===== src/rtl/core/rcws_pkg.sv =====
// Shared constants, cosine table and pipeline token types for the wall column setup.
package rcws_pkg;

  localparam int SCREEN_WIDTH  = 640;
  localparam int SCREEN_HEIGHT = 480;
  localparam int TILE_UNITS    = 64;   // power of two
  localparam int TEX_ROWS      = 64;

  localparam int COL_W    = $clog2(SCREEN_WIDTH);
  localparam int DIST_W   = 24;
  localparam int ANGLE_W  = 16;
  localparam int COORD_W  = 24;
  localparam int FRAC_W   = 8;      // Q16.8 map units
  localparam int PPD_W    = 12;
  localparam int COS_W    = 16;     // Q1.15, 32768 fits unsigned
  localparam int COS_SHIFT = 15;
  localparam int HEIGHT_W = 16;
  localparam int ROW_W    = $clog2(SCREEN_HEIGHT + 1);
  localparam int FACE_W   = 2;
  localparam int TCOL_W   = $clog2(TILE_UNITS);
  localparam int TEX_W    = 22;

  localparam logic [PPD_W-1:0] PPD_RESET = PPD_W'(554);

  // quarter-wave cosine: 33 knots, one per 512 angle units
  localparam int COS_FRAC_W = 9;
  localparam int COS_IDX_W  = 5;
  localparam int QUARTER    = 2 ** (COS_FRAC_W + COS_IDX_W);
  localparam logic [COS_W-1:0] COS_QUARTER [0:32] = '{
    16'd32768, 16'd32729, 16'd32610, 16'd32413, 16'd32138, 16'd31786, 16'd31357, 16'd30853,
    16'd30274, 16'd29622, 16'd28899, 16'd28106, 16'd27246, 16'd26320, 16'd25330, 16'd24279,
    16'd23170, 16'd22006, 16'd20788, 16'd19520, 16'd18205, 16'd16846, 16'd15447, 16'd14010,
    16'd12540, 16'd11039, 16'd9512,  16'd7962,  16'd6393,  16'd4808,  16'd3212,  16'd1608,
    16'd0
  };

  localparam logic [FACE_W-1:0] FACE_NORTH = 2'd0;
  localparam logic [FACE_W-1:0] FACE_SOUTH = 2'd1;
  localparam logic [FACE_W-1:0] FACE_EAST  = 2'd2;
  localparam logic [FACE_W-1:0] FACE_WEST  = 2'd3;

  // height divider: TILE * ppd * 256 over perp, 16 bits plus a saturation bit
  localparam int HNUM_SCALE = TILE_UNITS * 256;
  localparam int HNUM_W     = $clog2((2 ** PPD_W - 1) * HNUM_SCALE + 1);
  localparam int HQ_W       = HEIGHT_W + 1;
  localparam int HPOS_W     = $clog2(HQ_W);
  localparam int HCMP_W     = DIST_W + HQ_W;

  localparam int HALF_ROWS  = SCREEN_HEIGHT / 2;
  localparam int DTOP_W     = HEIGHT_W - 1;

  // texture divider: TEX_ROWS << 16 and dtop * TEX_ROWS << 16 over height
  localparam longint TSTEP_NUM = longint'(TEX_ROWS) * 65536;
  localparam int TSTEP_W = $clog2(TSTEP_NUM + 1);
  localparam int TNUM_W  = $clog2(longint'(2 ** DTOP_W - 1) * TSTEP_NUM + 1);
  localparam int TQ_W    = TSTEP_W;
  localparam int TPOS_W  = $clog2(TQ_W);
  localparam int TCMP_W  = HEIGHT_W + TQ_W;

  localparam logic [TEX_W-1:0]    TEX_MAX    = '1;
  localparam logic [HEIGHT_W-1:0] HEIGHT_MAX = '1;

  typedef struct packed {
    logic [COL_W-1:0]  column;
    logic [FACE_W-1:0] face;
    logic [TCOL_W-1:0] tcol;
  } side_t;

  typedef struct packed {
    side_t             side;
    logic [DIST_W-1:0] perp;
    logic [HNUM_W-1:0] rem;
    logic [HQ_W-1:0]   quo;
  } hdiv_tok_t;

  typedef struct packed {
    side_t               side;
    logic [HEIGHT_W-1:0] height;
    logic [ROW_W-1:0]    top;
    logic [ROW_W-1:0]    bottom;
    logic [TNUM_W-1:0]   rem_start;
    logic [TSTEP_W-1:0]  rem_step;
    logic [TQ_W-1:0]     quo_start;
    logic [TQ_W-1:0]     quo_step;
  } tdiv_tok_t;

endpackage


===== src/rtl/core/rcws_hdiv_cell.sv =====
// One restoring-division cell of the strip height divider (one quotient bit).
module rcws_hdiv_cell (
  input  logic                         clk,
  input  logic                         rst_n,
  input  logic [rcws_pkg::HPOS_W-1:0]  bit_pos,
  input  logic                         up_valid,
  output logic                         up_ready,
  input  rcws_pkg::hdiv_tok_t          up_tok,
  output logic                         dn_valid,
  input  logic                         dn_ready,
  output rcws_pkg::hdiv_tok_t          dn_tok
);

  logic                          vld_r;
  rcws_pkg::hdiv_tok_t           tok_r;
  rcws_pkg::hdiv_tok_t           tok_nxt;
  logic [rcws_pkg::HCMP_W-1:0]   rem_ext;
  logic [rcws_pkg::HCMP_W-1:0]   sub_ext;

  always_comb begin
    rem_ext = rcws_pkg::HCMP_W'(up_tok.rem);
    sub_ext = rcws_pkg::HCMP_W'(up_tok.perp) << bit_pos;
    tok_nxt = up_tok;
    if (rem_ext >= sub_ext) begin
      tok_nxt.rem = up_tok.rem - rcws_pkg::HNUM_W'(sub_ext);
      tok_nxt.quo = up_tok.quo | (rcws_pkg::HQ_W'(1) << bit_pos);
    end
  end

  assign up_ready = !vld_r || dn_ready;
  assign dn_valid = vld_r;
  assign dn_tok   = tok_r;

  always_ff @(posedge clk) begin
    if (!rst_n) begin
      vld_r <= 1'b0;
    end else if (up_ready) begin
      vld_r <= up_valid;
    end
  end

  always_ff @(posedge clk) begin
    if (up_ready && up_valid) begin
      tok_r <= tok_nxt;
    end
  end

endmodule


===== config.mk =====
export PLATFORM = sky130hd
export DESIGN_NAME = rcws_hdiv_cell
export DESIGN_NICKNAME = d
export VERILOG_FILES = /design/src/rtl/core/rcws_pkg.sv /design/src/rtl/core/rcws_hdiv_cell.sv
export SDC_FILE = /design/constraint.sdc
export NUM_CORES = 1
export LEC_CHECK = 0
export ABC_AREA = 1
export BUFFER_PORTS_ARGS = -buffer_cell sky130_fd_sc_hd__buf_2
export CAP_MARGIN = 20
export CORE_UTILIZATION = 45
export DETAILED_ROUTE_END_ITERATION = 8
export GPL_TIMING_DRIVEN = 0
export PLACE_DENSITY = 0.69
export SLEW_MARGIN = 20
export SYNTH_ARGS = -nofsm -noshare
export SYNTH_HDL_FRONTEND = slang
export SYNTH_SLANG_ARGS = --single-unit
export TNS_END_PERCENT = 30

===== constraint.sdc =====
create_clock -name clk -period 7.3 [get_ports clk]
set_input_delay 0.73 -clock clk [delete_from_list [all_inputs] [get_ports clk]]
set_output_delay 0.73 -clock clk [all_outputs]
set_load 0.005 [all_outputs]

# Yosys cells after proc, flatten, opt, wreduce, memory -nomap -nowiden
# Cells that the tools add are included.
# op_classes
n_addsub	1
n_mul	0
div_mod_pow	0
order_cmp	1
n_eq_ne	0
n_shift	2
n_mux	1
bitwise	1
reduce_logical	3
# op_table
op	n
two-way mux 43 bit	1
greater-or-equal comparator 26 x 41 -> 1 bit	1
left shift 24 x 5 -> 41 bit	1
subtractor 26 bit	1
bitwise OR 17 bit	1
left shift 1 x 5 -> 17 bit (first input constant)	1
logical AND 1 bit	1
logical NOT 1 bit	1
logical OR 1 bit	1
# word_totals
regBits	86
latchBits	0
ramBits	0
rom_bits	0
inputBits	94
out_inout_bits	87
wordCells	16
n_memories	0

# Depth between registers and ports, before layout
# Gate-level depths: netlist of run 1.
# logic_depth
depth_word	3
mapped_depth	26
ltp_nobuf	24

# Least setup slack after synthesis of run 1
# OpenSTA, ideal clock, no wires.
# synth_path
kind	in2reg
start	input up_valid
end	register tok_r, in the netlist dn_tok[0] (enable)
setup_ns	0.556
arrival_ns	4.878
required_ns	6.744
path_slack_ns	1.866
cell_stages	2
path_cell_list	inv_1 > a21oi_1
# synth_via
elab_chain_cells	1
# synth_lines
element	line	source
start: declaration	rcws_hdiv_cell.sv:6	input logic up_valid,
logical AND 1 bit	rcws_hdiv_cell.sv:43	if (up_ready && up_valid) begin
end signal: assignment	rcws_hdiv_cell.sv:44	tok_r <= tok_nxt;
end: declaration	rcws_hdiv_cell.sv:15	rcws_pkg::hdiv_tok_t tok_r;
# No other way between the ends.
# A chain may end at the register's enable or synchronous reset.

==> results of run 1 <==
-- stage by stage --
stage | utilization | setup slack [ns] | power, mW | instances | hold WS, ns
after floorplan | - | 1.866 | 0.8724 | 887 | 0.5229
after global placement | 0.5432 | 0.1455 | 1.009 | 1246 | 0.4991
after detailed placement | 0.5499 | 2.638 | 1.017 | 1249 | 0.5415
after CTS | 0.5699 | 3.002 | 1.458 | 1265 | 0.5383
after global routing | 0.5699 | 2.654 | 1.539 | 1265 | 0.5374
final | 0.5699 | 2.987 | 1.457 | 1265 | 0.5466
-- final cells by class --
class	instances	area, um2
Sequential cell	86	2572
Tap cell	180	225.2
Multi-Input combinational cell	683	3374
Timing Repair Buffer	182	978.4
Inverter	80	300.3
Clock buffer	10	229.0
Fill cell	1375	5971
Clock inverter	6	47.55
Buffer	38	182.7
-- worst max path at each step --
stage / start / endpoint / slack (ns) / depth (start not counted)
floorplan: up_valid / dn_tok[0] / 1.87 / 2
global placement: up_valid / dn_tok[28] / 0.15 / 3
detailed placement: bit_pos[0] / dn_tok[26] / 2.64 / 23
CTS: bit_pos[0] / dn_tok[40] / 3.00 / 23
global route: bit_pos[1] / dn_tok[38] / 2.65 / 24
finish: bit_pos[0] / dn_tok[40] / 2.99 / 23
-- power breakdown --
part           internal [mW]  leakage (nW)  total [mW]  switching, mW
clock                  0.233         0.122       0.444          0.211
sequential             0.578         0.831       0.584        0.00645
combinational          0.151          2.91       0.429          0.278
total                  0.962          3.86        1.46          0.495
-- sequential cells by signal, summed over array words and instances, names as in the netlist --
| register | cells |
|---|---|
| dn_tok | 85 |
| dn_valid | 1 |
-- worst max-delay path, delay by kind of cell --
kind,cells,cell delay (ns)
buffers and inverters,5,0.86
adders and majority gates,1,0.38
AOI/OAI and AO/OA,1,0.38
and+or+nand+nor,16,2.08
-- layer usage --
layer  vias to the layer above  share of wire  wire, um
li1                       3412              -         -
met1                      3070           0.47      9135
met2                       236           0.44      8722
met3                        33          0.067      1308
met4                         0          0.024       469
met5                         -              0         0
-- synthesized netlist by cell type (all sizes together) --
library cell | number | area share
a21oi | 32 | 0.025
a21boi | 2 | 0.0023
o22ai | 3 | 0.0029
nand2 | 291 | 0.17
a31oi | 1 | 0.00098
edfxtp | 85 | 0.40
nor3 | 5 | 0.0039
nor4 | 2 | 0.0019
a21o | 2 | 0.0023
dfxtp | 1 | 0.0031
xor2 | 10 | 0.014
buf | 29 | 0.023
or2 | 1 | 0.00098
nand3 | 146 | 0.12
nand4 | 51 | 0.050
and2 | 2 | 0.0019
nor2 | 72 | 0.043
inv | 80 | 0.047
fa | 1 | 0.0031
clkbuf | 9 | 0.0053
o21bai | 9 | 0.011
ha | 26 | 0.051
xnor2 | 6 | 0.0082
o21ai | 20 | 0.016
nand2b | 1 | 0.00098
-- kinds of logic after synthesis --
logic type,Yosys count,synth area share
xor+xnor,16,0.02183
buf+inv,118,0.07524
flops,86,0.4008
fa+ha+maj,27,0.05380
compound gates,69,0.05965
simple gates,571,0.3887
-- cells in the final DEF (no fill, tap or decap) --
cell	n
clkbuf_1	10
xnor2_1	6
edfxtp_1	85
nand3_4	1
clkinvlp_4	4
buf_4	3
clkbuf_16	9
nand2_1	291
dfxtp_1	1
o21bai_1	9
and2_1	2
nor3_1	5
nand3_1	145
buf_1	3
nor2_1	71
or2_2	1
nand2b_1	1
a31oi_1	1
buf_16	3
ha_1	26
a21oi_1	31
a21oi_4	1
buf_2	202
o22ai_1	3
o21ai_0	17
xor2_1	10
fa_1	1
inv_6	2
nor2_4	1
inv_2	2
a21boi_0	2
nor4_1	2
a21o_1	2
o21ai_1	3
nand4_1	51
inv_1	78
==> out/results.txt, run 1 <==
NumNets Final -> 1201
Overflow after GRT -> 0
Drt pass-1 iters -> 5
Leakage power -> 3.863 nW
Die H -> 121.4 um
Worst skew pair latency -> 0.36 ns
Vias in the first global route -> 6285
CTS Root Cell -> clkbuf_16
Fraction of layout cells with a size suffix above 1 -> 0.2111
CTS tree -> built
Number of diodes -> 0
Core footprint -> 0.01388 mm2
Gr busiest metal -> met2
Worst Tran Pin Value -> 0.7499 ns
Hold EP -> dn_tok[69]
DIE WIDTH -> 121.4 um
Rel. slew slack -> 0.4989
Drt total wl -> 19640 um
Critical Path Source Type -> input port
Crit end category -> flip-flop
I/O pins -> 181
YS warnings -> 0
Sequential share of the synthesized area -> 0.4008
Grt met3 use -> 0.05075
Hold Crit Class -> input port to flip-flop
Critical Path Fanout Max -> 10
Met1 usage -> 0.3737
Num CTS Buffers -> 9
DR vias -> 6751
H-tree depth -> 3
Initial antenna violation count -> 0
Fin Setup TNS -> 0 ns
Met2 usage -> 0.4304
Fmax -> 0.2319 GHz
I/O Buffers -> 179
Status -> completed
Placed instance area -> 0.007634 mm2
Tmin final -> 4.313 ns
Synth-to-Final Area Change -> 23.24%
Most used cell, CP -> nand2_1
Seq cells post-synth -> 86
Hold_sp -> up_tok[69]
CTS clk-pin slew, worst paths -> 0.07 ns
WP data required -> 7.40 ns
Slew Limit Fails -> 0
Final setup viols -> 0
FF-to-FF End -> dn_tok[40]
Final Skew -> 0.01271 ns
GP Congestion -> 0.9592
CTS sink cnt -> 86
Row count -> 43
Worst path arrival time -> 4.42 ns
DR iter-0 viols -> 489
Setup Buffers After CTS -> 0
Mapped Area -> 0.006419 mm2
Hold path cells -> 1
Library cells used by synthesis -> 31
DRC -> 0
Worst path max stage delay -> 0.38 ns
Mapped Cells -> 887
PostCTS Resize Cnt -> 0
Largest net degree at the start of global routing -> 24
Antenna Violating Nets Remaining -> 0
First-pass GRT wire length -> 30970 um
Avg WL per Cell -> 15.52 um
HPWL after detailed placement -> 15890 um
Cell area after layout -> 0.007910 mm2
Max_cap viols -> 0
Fin. Hold Viols -> 0
WS Path Type -> input port to flip-flop
Slowest CP cell -> a31oi_1
Worst IR Drop VDD -> 0.00009775 V
CTS Hold Buffers Added -> 0
CP cell instances -> buf_2 -> inv_2 -> buf_2 -> nand2_1 -> nand3_1 -> nand3_1 -> a31oi_1 -> nand2_1 -> ha_1 -> nand2_1 -> inv_1 -> nand2_1 -> nor2_1 -> nand4_1 -> nand3_1 -> nand2_1 -> nand2_1 -> nand2_1 -> nand2_1 -> nand3_4 -> buf_4 -> nand2_1 -> nand2_1
CTS Buffer Depth -> 2
RSZ-0062 raised after global routing -> no
R2r setup slk -> 5.58 ns
Crit share post-route -> 0.5908
Total global-route track usage -> 0.2756
Power density over the cells -> 184.2 mW/mm2
RR Startpoint -> dn_valid
Vias per cell -> 5.337
Die area -> 0.01475 mm2
Worst Reg-to-Reg Cells -> 3
Syn_nets -> 1008
Starting Density -> 0.4624
Syn avg cell area -> 7.236 um2
Power figures use the tool's default switching activity.
==> run 2, diff against run 1 <==
clock period = 4.2 ns   (was 7.3 ns; I/O delays follow)
==> run 2 against run 1 <==
Non-clock buffer count is the same. Clock power up 69%. Worst hold slack got worse by 0.30 ns. Sequential power is 75% higher. Worst setup slack worse by 2.7 ns. Sequential share of layout area about the same. Combinational power rose by 74%. Flip-flop and latch count unchanged. Clock skew decreased by 0.0074 ns. Cell count stayed put. Register-to-register slack got worse by 3.1 ns. Critical path type unchanged. Critical endpoint is now dn_tok[29]. Largest power group unchanged.
==> out/results.txt, run 2 (same netlist as run 1, synthesis figures left out) <==
Crit share post-route -> 0.9219
I/O pins -> 181 (unchanged)
Worst Tran Pin Value -> 0.7654 ns (+0.01546 ns)
GP Congestion -> 0.9620 (+0.29%)
Top delay family on crit path -> simple AND/OR/NAND/NOR gates
Hold path cells -> 1 (unchanged)
WP data required -> 4.30 ns (-3.10 ns)
CTS Root Cell -> clkbuf_16
Status -> completed
Slew Limit Fails -> 0 (unchanged)
Final setup viols -> 0 (unchanged)
CTS sink cnt -> 86 (unchanged)
Most frequent cells in the layout -> nand2_1, buf_2, nand3_1, edfxtp_1, inv_1
I/O Buffers -> 179 (unchanged)
Num CTS Buffers -> 9 (unchanged)
Fmax -> 0.2583 GHz
Number of diodes -> 0 (unchanged)
Total global-route track usage -> 0.2698 (-0.005804)
Worst skew pair latency -> 0.35 ns (about the same)
RSZ-0062 raised after global routing -> no
CP cell instances -> buf_2 -> inv_2 -> buf_2 -> nand2_1 -> nor2_1 -> nand2_1 -> o21ai_0 -> nand2_1 -> ha_1 -> nand2_1 -> nor2_1 -> nand2_1 -> nand2_1 -> nand2_1 -> nand3_1 -> nand2_1 -> nand2_1 -> nand2_1 -> nand2_2 -> nand3_4 -> buf_4 -> nand2_1 -> nand2_1
Critical Path Fanout Max -> 10 (unchanged)
First-pass GRT wire length -> 30700 um (-0.89%)
FF-to-FF End -> dn_tok[31]
Hold_sp -> up_tok[79]
Drt total wl -> 19320 um (-1.6%)
CTS Hold Buffers Added -> 0 (unchanged)
Leakage power -> 3.872 nW (+0.25%)
Avg WL per Cell -> 15.27 um (-1.6%)
Overflow after GRT -> 0 (unchanged)
Fin cells -> 1265 (unchanged)
Worst path max stage delay -> 0.38 ns (about the same)
WS Path Type -> input port to flip-flop
H-tree depth -> 3 (unchanged)
Largest net degree at the start of global routing -> 25 (+4.2%)
Power density over the cells -> 317.2 mW/mm2 (+72%)
Fill cells -> 1388 (+0.95%)
CTS tree -> built
Starting Density -> 0.4624 (unchanged)
Worst path arrival time -> 3.98 ns (-0.44 ns)
Die H -> 121.4 um (unchanged)
RR Startpoint -> dn_valid
DR iter-0 viols -> 574 (+17%)
Die area -> 0.01475 mm2 (unchanged)
WP buf/inv -> 4 (-1)
Slowest CP cell -> o21ai_0
DIE WIDTH -> 121.4 um (unchanged)
DRC -> 0 (unchanged)
Most common cell after layout, fill and taps aside -> nand2_1
Antenna Violating Nets Remaining -> 0 (unchanged)
Placed cell count -> 1249 (unchanged)
Crit path launch -> bit_pos[0]
NumNets Final -> 1201 (unchanged)
Worst Reg-to-Reg Cells -> 3 (unchanged)
Max FFs per register -> 85 (unchanged)
Tmin final -> 3.872 ns
Rel. slew slack -> 0.4886 (-0.01033)
Initial antenna violation count -> 0 (unchanged)
Vias per cell -> 5.296 (-0.76%)
Final Skew -> 0.005353 ns (-0.007360 ns)
Critical Path Source Type -> input port
Fraction of layout cells with a size suffix above 1 -> 0.2138 (+0.002765)
DR vias -> 6700 (-0.76%)
Synth-to-Final Area Change -> 23.27% (about the same)
Row count -> 43 (unchanged)
CTS clk-pin slew, worst paths -> 0.07 ns (about the same)
Core footprint -> 0.01388 mm2 (unchanged)
Crit end category -> flip-flop
HPWL after detailed placement -> 15630 um (-1.6%)
Hold Crit Class -> input port to flip-flop
CTS Buffer Depth -> 2 (unchanged)
Drt pass-1 iters -> 5 (unchanged)
Hold EP -> dn_tok[79]
Final core utilization -> 0.5700 (about the same)
Fin. Hold Viols -> 0 (unchanged)
Most used cell, CP -> nand2_1
Max_cap viols -> 0 (unchanged)
Worst IR Drop VDD -> 0.0001688 V (+73%)
Vias in the first global route -> 6153 (-2.1%)
R2r setup slk -> 2.47 ns (-3.11 ns)
==> run 2: worst reg2reg max path: stages, from the launching register on <==
cell and delay (ns):
dfxtp_1 0.34, a21oi_4 0.63, buf_16 0.25, buf_16 0.19
==> run 2: area by class of cell <==
class                      instances  area (um2)  area share
inverter                          80       300.3     0.03795
sequential                        86        2572      0.3251
multi-input combinational        683        3377      0.4268
timing repair buffer             182       978.4      0.1237
clock inverter                     6       45.04    0.005693
buffer                            38       185.2     0.02340
tap                              180       225.2     0.02846
clock buffer                      10       229.0     0.02894
==> run 2: power breakdown <==
part | total, mW | switching (mW) | internal [mW]
combinational | 0.746 | 0.483 | 0.263
clock | 0.749 | 0.345 | 0.404
sequential | 1.02 | 0.0107 | 1.00
==> run 2: repair_timing <==
item / in CTS / in global routing
hold endpoints to repair: 0 / 0
endpoints found under the setup margin: 0 / 29
resized for setup: 0 / 5
setup buffers: 0 / 0
==> run 2: layer usage <==
layer	global-route usage	wire length [um]	share of wire	vias to the layer above
met5	0	0	0	-
met2	0.4244	8589	0.44	272
li1	-	-	-	3405
met1	0.3702	8933	0.46	2995
met4	0.09799	331	0.017	0
met3	0.04699	1465	0.076	28
==> run 2: stage by stage <==
step	TNS (ns)	worst slack, ns	hold slack, ns	instance area, um2	power [mW]
4_1_cts	0	0.1672	0.2355	7908	2.521
5_1_grt	0	0.05255	0.2316	7913	2.661
2_1_floorplan	0	0.8140	0.5189	6422	1.513
3_5_place_dp	-2.328	-0.1746	0.5466	7634	1.765
6_report	0	0.3282	0.2429	7913	2.510
3_3_place_gp	-24.23	-0.2732	0.5104	7543	1.751
==> run 2: worst max path at each step <==
stage               slack, ns  cells past startpoint    endpoint
global route             0.05                     25  dn_tok[29]
finish                   0.33                     23  dn_tok[29]
CTS                      0.17                     24  dn_tok[38]
floorplan                0.81                      2   dn_tok[0]
detailed placement      -0.17                     24  dn_tok[38]
global placement        -0.27                      3  dn_tok[27]
