File: src/rtl/core/rcws_pkg.sv
// Shared constants, cosine table and pipeline token types for the wall column setup.
package rcws_pkg;

  localparam int SCREEN_WIDTH  = 640;
  localparam int SCREEN_HEIGHT = 480;
  localparam int TILE_UNITS    = 64;   // power of two
  localparam int TEX_ROWS      = 64;

  localparam int COL_W    = $clog2(SCREEN_WIDTH);
  localparam int DIST_W   = 24;
  localparam int ANGLE_W  = 16;
  localparam int COORD_W  = 24;
  localparam int FRAC_W   = 8;      // Q16.8 map units
  localparam int PPD_W    = 12;
  localparam int COS_W    = 16;     // Q1.15, 32768 fits unsigned
  localparam int COS_SHIFT = 15;
  localparam int HEIGHT_W = 16;
  localparam int ROW_W    = $clog2(SCREEN_HEIGHT + 1);
  localparam int FACE_W   = 2;
  localparam int TCOL_W   = $clog2(TILE_UNITS);
  localparam int TEX_W    = 22;

  localparam logic [PPD_W-1:0] PPD_RESET = PPD_W'(554);

  // quarter-wave cosine: 33 knots, one per 512 angle units
  localparam int COS_FRAC_W = 9;
  localparam int COS_IDX_W  = 5;
  localparam int QUARTER    = 2 ** (COS_FRAC_W + COS_IDX_W);
  localparam logic [COS_W-1:0] COS_QUARTER [0:32] = '{
    16'd32768, 16'd32729, 16'd32610, 16'd32413, 16'd32138, 16'd31786, 16'd31357, 16'd30853,
    16'd30274, 16'd29622, 16'd28899, 16'd28106, 16'd27246, 16'd26320, 16'd25330, 16'd24279,
    16'd23170, 16'd22006, 16'd20788, 16'd19520, 16'd18205, 16'd16846, 16'd15447, 16'd14010,
    16'd12540, 16'd11039, 16'd9512,  16'd7962,  16'd6393,  16'd4808,  16'd3212,  16'd1608,
    16'd0
  };

  localparam logic [FACE_W-1:0] FACE_NORTH = 2'd0;
  localparam logic [FACE_W-1:0] FACE_SOUTH = 2'd1;
  localparam logic [FACE_W-1:0] FACE_EAST  = 2'd2;
  localparam logic [FACE_W-1:0] FACE_WEST  = 2'd3;

  // height divider: TILE * ppd * 256 over perp, 16 bits plus a saturation bit
  localparam int HNUM_SCALE = TILE_UNITS * 256;
  localparam int HNUM_W     = $clog2((2 ** PPD_W - 1) * HNUM_SCALE + 1);
  localparam int HQ_W       = HEIGHT_W + 1;
  localparam int HPOS_W     = $clog2(HQ_W);
  localparam int HCMP_W     = DIST_W + HQ_W;

  localparam int HALF_ROWS  = SCREEN_HEIGHT / 2;
  localparam int DTOP_W     = HEIGHT_W - 1;

  // texture divider: TEX_ROWS << 16 and dtop * TEX_ROWS << 16 over height
  localparam longint TSTEP_NUM = longint'(TEX_ROWS) * 65536;
  localparam int TSTEP_W = $clog2(TSTEP_NUM + 1);
  localparam int TNUM_W  = $clog2(longint'(2 ** DTOP_W - 1) * TSTEP_NUM + 1);
  localparam int TQ_W    = TSTEP_W;
  localparam int TPOS_W  = $clog2(TQ_W);
  localparam int TCMP_W  = HEIGHT_W + TQ_W;

  localparam logic [TEX_W-1:0]    TEX_MAX    = '1;
  localparam logic [HEIGHT_W-1:0] HEIGHT_MAX = '1;

  typedef struct packed {
    logic [COL_W-1:0]  column;
    logic [FACE_W-1:0] face;
    logic [TCOL_W-1:0] tcol;
  } side_t;

  typedef struct packed {
    side_t             side;
    logic [DIST_W-1:0] perp;
    logic [HNUM_W-1:0] rem;
    logic [HQ_W-1:0]   quo;
  } hdiv_tok_t;

  typedef struct packed {
    side_t               side;
    logic [HEIGHT_W-1:0] height;
    logic [ROW_W-1:0]    top;
    logic [ROW_W-1:0]    bottom;
    logic [TNUM_W-1:0]   rem_start;
    logic [TSTEP_W-1:0]  rem_step;
    logic [TQ_W-1:0]     quo_start;
    logic [TQ_W-1:0]     quo_step;
  } tdiv_tok_t;

endpackage

File: src/rtl/core/rcws_tdiv_cell.sv
// One restoring-division cell of the texture divider: a quotient bit for start and step.
module rcws_tdiv_cell (
  input  logic                         clk,
  input  logic                         rst_n,
  input  logic [rcws_pkg::TPOS_W-1:0]  bit_pos,
  input  logic                         up_valid,
  output logic                         up_ready,
  input  rcws_pkg::tdiv_tok_t          up_tok,
  output logic                         dn_valid,
  input  logic                         dn_ready,
  output rcws_pkg::tdiv_tok_t          dn_tok
);

  logic                          vld_r;
  rcws_pkg::tdiv_tok_t           tok_r;
  rcws_pkg::tdiv_tok_t           tok_nxt;
  logic [rcws_pkg::TCMP_W-1:0]   sub_ext;
  logic [rcws_pkg::TCMP_W-1:0]   start_ext;
  logic [rcws_pkg::TCMP_W-1:0]   step_ext;

  always_comb begin
    sub_ext   = rcws_pkg::TCMP_W'(up_tok.height) << bit_pos;
    start_ext = rcws_pkg::TCMP_W'(up_tok.rem_start);
    step_ext  = rcws_pkg::TCMP_W'(up_tok.rem_step);
    tok_nxt   = up_tok;
    if (start_ext >= sub_ext) begin
      tok_nxt.rem_start = up_tok.rem_start - rcws_pkg::TNUM_W'(sub_ext);
      tok_nxt.quo_start = up_tok.quo_start | (rcws_pkg::TQ_W'(1) << bit_pos);
    end
    if (step_ext >= sub_ext) begin
      tok_nxt.rem_step = up_tok.rem_step - rcws_pkg::TSTEP_W'(sub_ext);
      tok_nxt.quo_step = up_tok.quo_step | (rcws_pkg::TQ_W'(1) << bit_pos);
    end
  end

  assign up_ready = !vld_r || dn_ready;
  assign dn_valid = vld_r;
  assign dn_tok   = tok_r;

  always_ff @(posedge clk) begin
    if (!rst_n) begin
      vld_r <= 1'b0;
    end else if (up_ready) begin
      vld_r <= up_valid;
    end
  end

  always_ff @(posedge clk) begin
    if (up_ready && up_valid) begin
      tok_r <= tok_nxt;
    end
  end

endmodule

File: config.mk
export PLATFORM = sky130hd
export DESIGN_NAME = rcws_tdiv_cell
export DESIGN_NICKNAME = d
export VERILOG_FILES = /design/src/rtl/core/rcws_pkg.sv /design/src/rtl/core/rcws_tdiv_cell.sv
export SDC_FILE = /design/constraint.sdc
export NUM_CORES = 1
export LEC_CHECK = 0
export BUFFER_PORTS_ARGS = -buffer_cell sky130_fd_sc_hd__buf_2
export CELL_PAD_IN_SITES_DETAIL_PLACEMENT = 0
export CELL_PAD_IN_SITES_GLOBAL_PLACEMENT = 2
export CORE_ASPECT_RATIO = 1.75
export CORE_MARGIN = 1
export CORE_UTILIZATION = 32
export CTS_CLUSTER_SIZE = 16
export DETAILED_ROUTE_END_ITERATION = 10
export GPL_TIMING_DRIVEN = 0
export PLACE_DENSITY = 0.88
export SLEW_MARGIN = 25
export SYNTH_ARGS = -nofsm -noshare
export SYNTH_HDL_FRONTEND = slang
export SYNTH_SLANG_ARGS = --single-unit
File: constraint.sdc
create_clock -name clk -period 6 [get_ports clk]
set_input_delay 0.9 -clock clk [delete_from_list [all_inputs] [get_ports clk]]
set_output_delay 0.9 -clock clk [all_outputs]
set_load 0.05 [all_outputs]
=== Word level (Yosys, flattened, before mapping) ===
Index checks and enable logic that the tools add are counted.

* Flip-flop bits (word level): 159
* Logic and storage cells: 26

* $add $sub $neg: 2
* Magnitude comparators: 2
* Shift-type cells: 2
* Muxes and demuxes: 4
* Bitwise logic cells: 2
* Reductions and logical operators: 3

{| class="wikitable"
|+ Operator list
! operator !! number
|-
| $mux W23 || 3
|-
| $or A23 B23 Y23 || 2
|-
| $ge A23 B39 Y1 || 1
|-
| $ge A37 B39 Y1 || 1
|-
| $shl A16 B5 Y39 || 1
|-
| $mux W37 || 1
|-
| $sub A37 B37 Y37 || 1
|-
| $shl A1 B5 Y23 const A || 1
|-
| $sub A23 B23 Y23 || 1
|-
| $logic_and A1 B1 Y1 || 1
|-
| $logic_not A1 Y1 || 1
|-
| $logic_or A1 B1 Y1 || 1
|}

=== Longest topological paths before layout ===
Gate-level depths: netlist of the first run.

* Depth after elaboration: 3
* Mapped depth: 22
* Gate-level depth less buffers: 17

=== Worst setup path before layout of the first run ===
Ideal clock, no wire load.

* Kind: input to register
* From: input port dn_ready
* To: register tok_r (netlist bit dn_tok[0]), enable pin
* Setup time: 0.536 ns
* Data arrival time: 5.044 ns
* Setup slack: 0.420 ns
* Stages: 2
* Buffers on the path: 0
* Cells stage by stage: nand2b_1 and2_1

* Word-level cells in the longest chain between the ends: 2

{| class="wikitable"
|+ RTL lines
! element !! RTL line !! text
|-
| from (decl) || rcws_tdiv_cell.sv:10 || <nowiki>input logic dn_ready,</nowiki>
|-
| $logic_or A1 B1 Y1 || rcws_tdiv_cell.sv:36 || <nowiki>assign up_ready = !vld_r || dn_ready;</nowiki>
|-
| $logic_and A1 B1 Y1 || rcws_tdiv_cell.sv:49 || <nowiki>if (up_ready && up_valid) begin</nowiki>
|-
| to (signal assigned) || rcws_tdiv_cell.sv:50 || <nowiki>tok_r <= tok_nxt;</nowiki>
|-
| to (decl) || rcws_tdiv_cell.sv:15 || <nowiki>rcws_pkg::tdiv_tok_t tok_r;</nowiki>
|}

No other way between the ends.
A chain may end at the register's enable or synchronous reset.

==> results of run 1 <==
[layout by cell type (no fill, tap or decap), drive strengths merged, types with 8 or more instances in the layout]
cell,count
nor2b,9
and3,12
xor2,19
inv,37
a31o,25
edfxtp,158
nor2,52
o211ai,8
nand2,114
or3,8
a211oi,14
and2,11
o21bai,10
mux4,8
buf,345
o21a,10
xnor2,25
clkbuf,46
ha,60
a31oi,8
o21ai,79
nand2b,12
nor3,17
nand3,12
a21o,49
mux2,34
mux2i,20
nand4,11
a21oi,60
[per-stage QoR]
step                total power, mW  worst slack [ns]  setup TNS (ns)
floorplan                      2.32             0.420               0
global placement               2.69             -1.66         -216.89
detailed placement             2.69             -1.27          -77.45
CTS                            3.88           0.00874               0
global route                   4.02            0.0387               0
finish                         3.84             0.233               0
[cells by family (layout without fill, tap and decap cells)]
group / count (synthesis) / count (layout)
compound gates: 318 / 318
xor+xnor: 44 / 44
fa+ha+maj: 62 / 62
buf+inv: 75 / 435
flops: 159 / 159
mux: 62 / 62
other cells: 0 / 1
simple gates: 269 / 269
[registers in the layout (all words and copies together) (netlist names)]
| name | flops |
|---|---|
| dn_tok | 158 |
| dn_valid | 1 |
[cell usage after synthesis, types with 12 or more instances]
library cell / n
a21oi_1: 60
mux2_1: 14
ha_1: 60
mux2i_1: 20
and3_1: 12
nor3_1: 17
nand2_1: 114
mux2_2: 20
nor2_1: 52
a211oi_1: 14
xnor2_1: 25
edfxtp_1: 158
a21o_1: 49
clkbuf_1: 29
o21ai_0: 79
nand2b_1: 12
xor2_1: 19
nand3_1: 12
a31o_2: 25
inv_1: 30
[what timing repair did]
item,CTS,global route
pin swaps,1,0
resized for setup,11,12
endpoints found under the setup margin,88,52
endpoints found under the hold margin,0,0
buffers inserted,2,0
gates cloned,0,0
[critical path, cell delays in order]
cell and delay [ns]:
buf_2 0.12, buf_1 0.43, clkbuf_2 0.38, a211oi_1 0.13
a21oi_2 0.31, mux2i_1 0.16, o22ai_1 0.41, a32oi_1 0.18
ha_1 0.31, clkbuf_1 0.22, a21o_1 0.25, a21o_1 0.19
a211oi_1 0.32, o311ai_0 0.20, nor3_1 0.32, o21ai_0 0.28
a221oi_1 0.50, xor2_1 0.19, o21ai_0 0.13
[worst max path at each step]
stage,startpoint,end,slack (ns),depth (start not counted)
floorplan,dn_ready,dn_tok[0],0.42,2
global placement,bit_pos[0],dn_tok[97],-1.66,21
detailed placement,bit_pos[0],dn_tok[97],-1.27,22
CTS,bit_pos[0],dn_tok[88],0.009,21
global route,bit_pos[0],dn_tok[97],0.04,22
finish,bit_pos[1],dn_tok[105],0.23,19
[power by group through the flow]
stage / clock [mW] / combinational [mW] / sequential [mW]
2_1_floorplan: 0 / 0.598 / 1.72
3_3_place_gp: 0 / 1.29 / 1.40
3_5_place_dp: 0 / 1.30 / 1.39
4_1_cts: 1.19 / 1.32 / 1.37
5_1_grt: 1.23 / 1.42 / 1.37
6_report: 1.16 / 1.32 / 1.37
[layer usage]
| layer | share of wire | up-vias | GRT usage |
|---|---|---|---|
| met4 | 0.042 | 0 | 0.114 |
| met5 | 0 | - | 0 |
| met2 | 0.56 | 289 | 0.423 |
| li1 | - | 4477 | - |
| met1 | 0.36 | 4398 | 0.215 |
| met3 | 0.036 | 73 | 0.0311 |
[final cells by class]
cell class | count | area share
Multi-Input combinational cell | 755 | 0.405
Tap cell | 396 | 0.0373
Inverter | 30 | 0.00847
Antenna cell | 1 | 0.000188
Timing Repair Buffer | 329 | 0.129
Sequential cell | 159 | 0.358
Clock buffer | 18 | 0.0323
Clock inverter | 14 | 0.0148
Buffer | 44 | 0.0144
==> run metrics, run 1 <==
run status=finished, final reports clean; Clock Pin Slew Worst Setup and Hold Paths=0.06 ns; VDD IR-drop max=0.216 mV; DR WL/cell=20.9 um; Hold Vio Cnt, Final=0; area of the multi-input gates=5390 um^2; Inst Count DP=1,712; share of flip-flops with an asynchronous set or reset=0; vias per inst=5.29; Register-to-Register Path Depth=5; Worst EP arrival=5.92 ns; vias after detailed routing=9,237; grt ovf=0; fill cell count=3,206; quantity of I/O buffers inserted on ports=323; die area=33,100 um^2; Cell Area, Synth=10,400 um^2; Routed Wire Length=36,500 um; H-tree depth=4; chip height=240 um; first-pass iteration count of the detailed router=5; top fanout value on the critical path=10; Synth area leader=edfxtp_1; CTS root buf=clkbuf_16; gpl congestion=0.890; Worst-Skew Late Latency=0.45 ns; vias in the first global route=9,364; CTS Sinks=159; Top Ports=327; post-synthesis compound-gate area fraction=0.205; Post-Syn Nets=1,218; Crit Reg-Reg Startpoint=dn_valid; switching share of power=0.369; kind of end point of the critical path=flip-flop; DR iter-0 viols=408; CTS Hold Buffers Added=0; HP Class=reg2reg; Seq pwr share=0.356; most used flip-flop cell after synthesis=edfxtp_1; largest family of logic cells by synthesized area=compound AO/OA/AOI/OAI gates; NumNets Final=1,565; largest net degree at the start of global routing=57; Reg area=4760 um^2; RSZ-0062 raised after global routing=false; clock skew=0.0116 ns; CTS tree=built; Synth top area share=0.458; PwrDens=289 nW/um^2; Setup CP Type=in2reg; mux cell area share after synthesis=0.0736; hold_ws=0.528 ns; max-slew violation count=0; Core Footprint=31,600 um^2; Placed Instance Area=12,600 um^2; Final Instance Area=13,300 um^2; DP HPWL=29,500 um; Rows=86; CP Data Required Time=6.15 ns; die width=138 um; crit share post-route=0.961; Synth area leaders=edfxtp_1 (46%), ha_1 (7.2%), nand2_1 (4.1%); transition time of the tightest slew-check pin=0.887 ns; min Tclk post-route=5.77 ns; post-synthesis cell type count=61; Finished Layout Cells=1,746; CTS Buf Count=17; Synth Register Bits=159; worst hold path depth=2; starting density of the core=0.328; Hold Path Sink=dn_valid; initial antenna violation count=1; DRC viols=0; register area share after synthesis=0.460; area delta synth->final=28.3%; P_int=2.42 mW; Hold Path Origin=dn_valid; Synth Area in Simple Gates=0.120; setup violators final=0; post-synthesis xor/xnor area fraction=0.0372; gr usage total=0.215; final core utilization=0.420; area share of fa/ha/maj cells after synthesis=0.0763; Max Root-Sink Buffers=2; Ys Warns=0; Startpoint Class=primary input; Comb pwr share=0.343; Switch Pwr=1.42 mW; Post-synth EDFFs=158; Fmax=173 MHz; Post-DRT Antenna Nets=0; Max-Cap Viols=0; Synth Instances=989; FF-to-FF End=dn_tok[94]; flop2flop setup slack=4.02 ns; global-route wire length before repair=53,600 um; clock share of power=0.302; Mean Syn Cell Area=10.5 um^2; layout cell share with drive strength beyond 1=0.332; max_slew headroom=0.406; Leak=5.69 nW
Power figures use the tool's default switching activity.
==> run 2, diff against run 1 <==
--- a/config.mk
+++ b/config.mk
@@ -5,7 +5,7 @@
 export SDC_FILE = /design/constraint.sdc
 export NUM_CORES = 1
 export LEC_CHECK = 0
-export BUFFER_PORTS_ARGS = -buffer_cell sky130_fd_sc_hd__buf_2
+export BUFFER_PORTS_ARGS = -buffer_cell sky130_fd_sc_hd__buf_4
 export CELL_PAD_IN_SITES_DETAIL_PLACEMENT = 0
 export CELL_PAD_IN_SITES_GLOBAL_PLACEMENT = 2
 export CORE_ASPECT_RATIO = 1.75
@@ -14,7 +14,7 @@
 export CTS_CLUSTER_SIZE = 16
 export DETAILED_ROUTE_END_ITERATION = 10
 export GPL_TIMING_DRIVEN = 0
-export PLACE_DENSITY = 0.88
+export PLACE_DENSITY_LB_ADDON = 0.25
 export SLEW_MARGIN = 25
 export SYNTH_ARGS = -nofsm -noshare
 export SYNTH_HDL_FRONTEND = slang
==> run 2 against run 1 <==
Worst hold slack better by 0.021 ns. Clock power hardly changed. Die area unchanged. Critical path type unchanged. Critical path depth rose by 2. Highest routed layer unchanged.
==> run metrics, run 2 (synthesis gave the netlist of run 1 again) <==
run status=finished, final reports clean; clock skew=0.0116 ns (-0.0000613 ns); # diodes=0 (-1); vias after detailed routing=9,354 (+1.3%); Startpoint Class=primary input; top fanout value on the critical path=10 (unchanged); setup slack after layout=0.302 ns (+0.0692 ns); max-slew violation count=0 (unchanged); max_slew headroom=0.351 (-0.0555); PwrDens=277 nW/um^2 (-4.1%); Clock Pin Slew Worst Setup and Hold Paths=0.07 ns (about the same); Finished Layout Cells=1,748 (+0.11%); first-pass iteration count of the detailed router=5 (unchanged); routed wl met3=1560 um (+20%); DRC viols=0 (unchanged); initial antenna violation count=0 (-1); Worst-Skew Late Latency=0.44 ns (about the same); Routed Wire Length=37,600 um (+3.2%); HP Class=reg2reg; starting density of the core=0.328 (unchanged); largest net degree at the start of global routing=55 (-3.5%); quantity of I/O buffers inserted on ports=323 (unchanged); CTS Buf Count=17 (unchanged); gpl congestion=0.898 (+0.87%); NumNets Final=1,568 (+0.19%); max reg flops=158 (unchanged); Max Root-Sink Buffers=2 (unchanged); crit share post-route=0.950 (-0.0115); Post-Route M1 WL=13,500 um (+3.1%); Inst Count DP=1,712 (unchanged); Core Footprint=31,600 um^2 (unchanged); CP Data Required Time=6.16 ns (about the same); Top Ports=327 (unchanged); gr usage total=0.222 (+0.00724); H-tree depth=4 (unchanged); RSZ-0062 raised after global routing=false; Max-Cap Viols=0 (unchanged); CTS tree=built; DR WL/cell=21.5 um (+3.1%); chip height=240 um (unchanged); Setup CP Type=in2reg; met2 routed WL=21,300 um (+3.6%); Leak=6.01 nW (+5.5%); vias per inst=5.35 (+1.2%); most frequent cells in the layout=buf_4 (331), edfxtp_1 (158), nand2_1 (114), o21ai_0 (78), ha_1 (60); grt ovf=0 (unchanged); Hold Vio Cnt, Final=0 (unchanged); Worst EP arrival=5.86 ns (-0.06 ns); global-route wire length before repair=55,500 um (+3.4%); vias in the first global route=9,451 (+0.93%); Post-DRT Antenna Nets=0 (unchanged); min Tclk post-route=5.70 ns (-0.0692 ns); die width=138 um (unchanged); CTS root buf=clkbuf_16; CTS Hold Buffers Added=0 (unchanged); VDD IR-drop max=0.214 mV (-1.0%); CTS Sinks=159 (unchanged); Fmax=175 MHz (+1.2%); area delta synth->final=36.4%; highest routed layer=met4; Power Total=3.92 mW (+2.0%); final core utilization=0.447 (+0.0267); DR iter-0 viols=363 (-11%); transition time of the tightest slew-check pin=0.966 ns (+0.0791 ns); Rows=86 (unchanged); Place WS=-1.42 ns (-0.141 ns); kind of end point of the critical path=flip-flop; DP HPWL=30,500 um (+3.3%); most common cell after layout, fill and taps aside=buf_4; setup violators final=0 (unchanged); layout cell share with drive strength beyond 1=0.337 (+0.00444); die area=33,100 um^2 (unchanged)
==> run 2: stage by stage <==
step | TNS [ns] | hold slack, ns | area (um^2)
finish | 0 | 0.550 | 14100
global route | 0 | 0.606 | 14100
CTS | 0 | 0.554 | 14100
detailed placement | -78.48 | 0.539 | 13400
global placement | -250.25 | 0.512 | 13300
floorplan | 0 | 0.999 | 10400
==> run 2: final timing paths <==
kind              start          end  slack [ns]  cells past startpoint
min reg2reg    dn_valid     dn_valid        0.55                      2
min            dn_valid     dn_valid        0.55                      2
max          bit_pos[0]   dn_tok[70]        0.30                     21
max reg2reg    dn_valid  dn_tok[125]        3.87                      5
==> run 2: layout make-up <==
class / instances / area, um^2
Clock buffer: 17 / 425
Buffer: 43 / 196
Tap cell: 396 / 495
Fill cell: 3136 / 17500
Sequential cell: 159 / 4760
Multi-Input combinational cell: 755 / 5390
Clock inverter: 15 / 190
Timing Repair Buffer: 333 / 2560
Inverter: 30 / 113
==> run 2: per-layer routing <==
metal	global-route usage	vias up
met5	0	-
met4	0.0976	0
met2	0.443	302
li1	-	4486
met3	0.0345	60
met1	0.223	4506
==> run 2: where the power goes <==
group | total, mW | internal (mW) | switching (mW)
Sequential | 1.37 | 1.34 | 0.0266
Clock | 1.14 | 0.603 | 0.533
Combinational | 1.41 | 0.500 | 0.913
==> run 2: repair_timing <==
item,4_1_cts,5_1_grt
setup buffers,3,3
pin swaps,1,0
gates resized for setup,12,20
setup endpoints to repair,94,59
==> run 2: critical path, cell delays in order <==
cell and delay (ns):
buf_2 0.16, buf_2 0.21, clkbuf_4 0.23, buf_2 0.21
o22ai_2 0.35, mux2i_1 0.16, o22ai_2 0.30, nand2_1 0.16
o21a_1 0.21, ha_1 0.28, clkbuf_1 0.20, a21oi_1 0.31
o21ai_0 0.15, a2111oi_1 0.42, a21oi_1 0.11, a31oi_1 0.32
o31ai_1 0.17, a21oi_4 0.25, clkbuf_4 0.33, clkbuf_4 0.28
o21ai_0 0.16
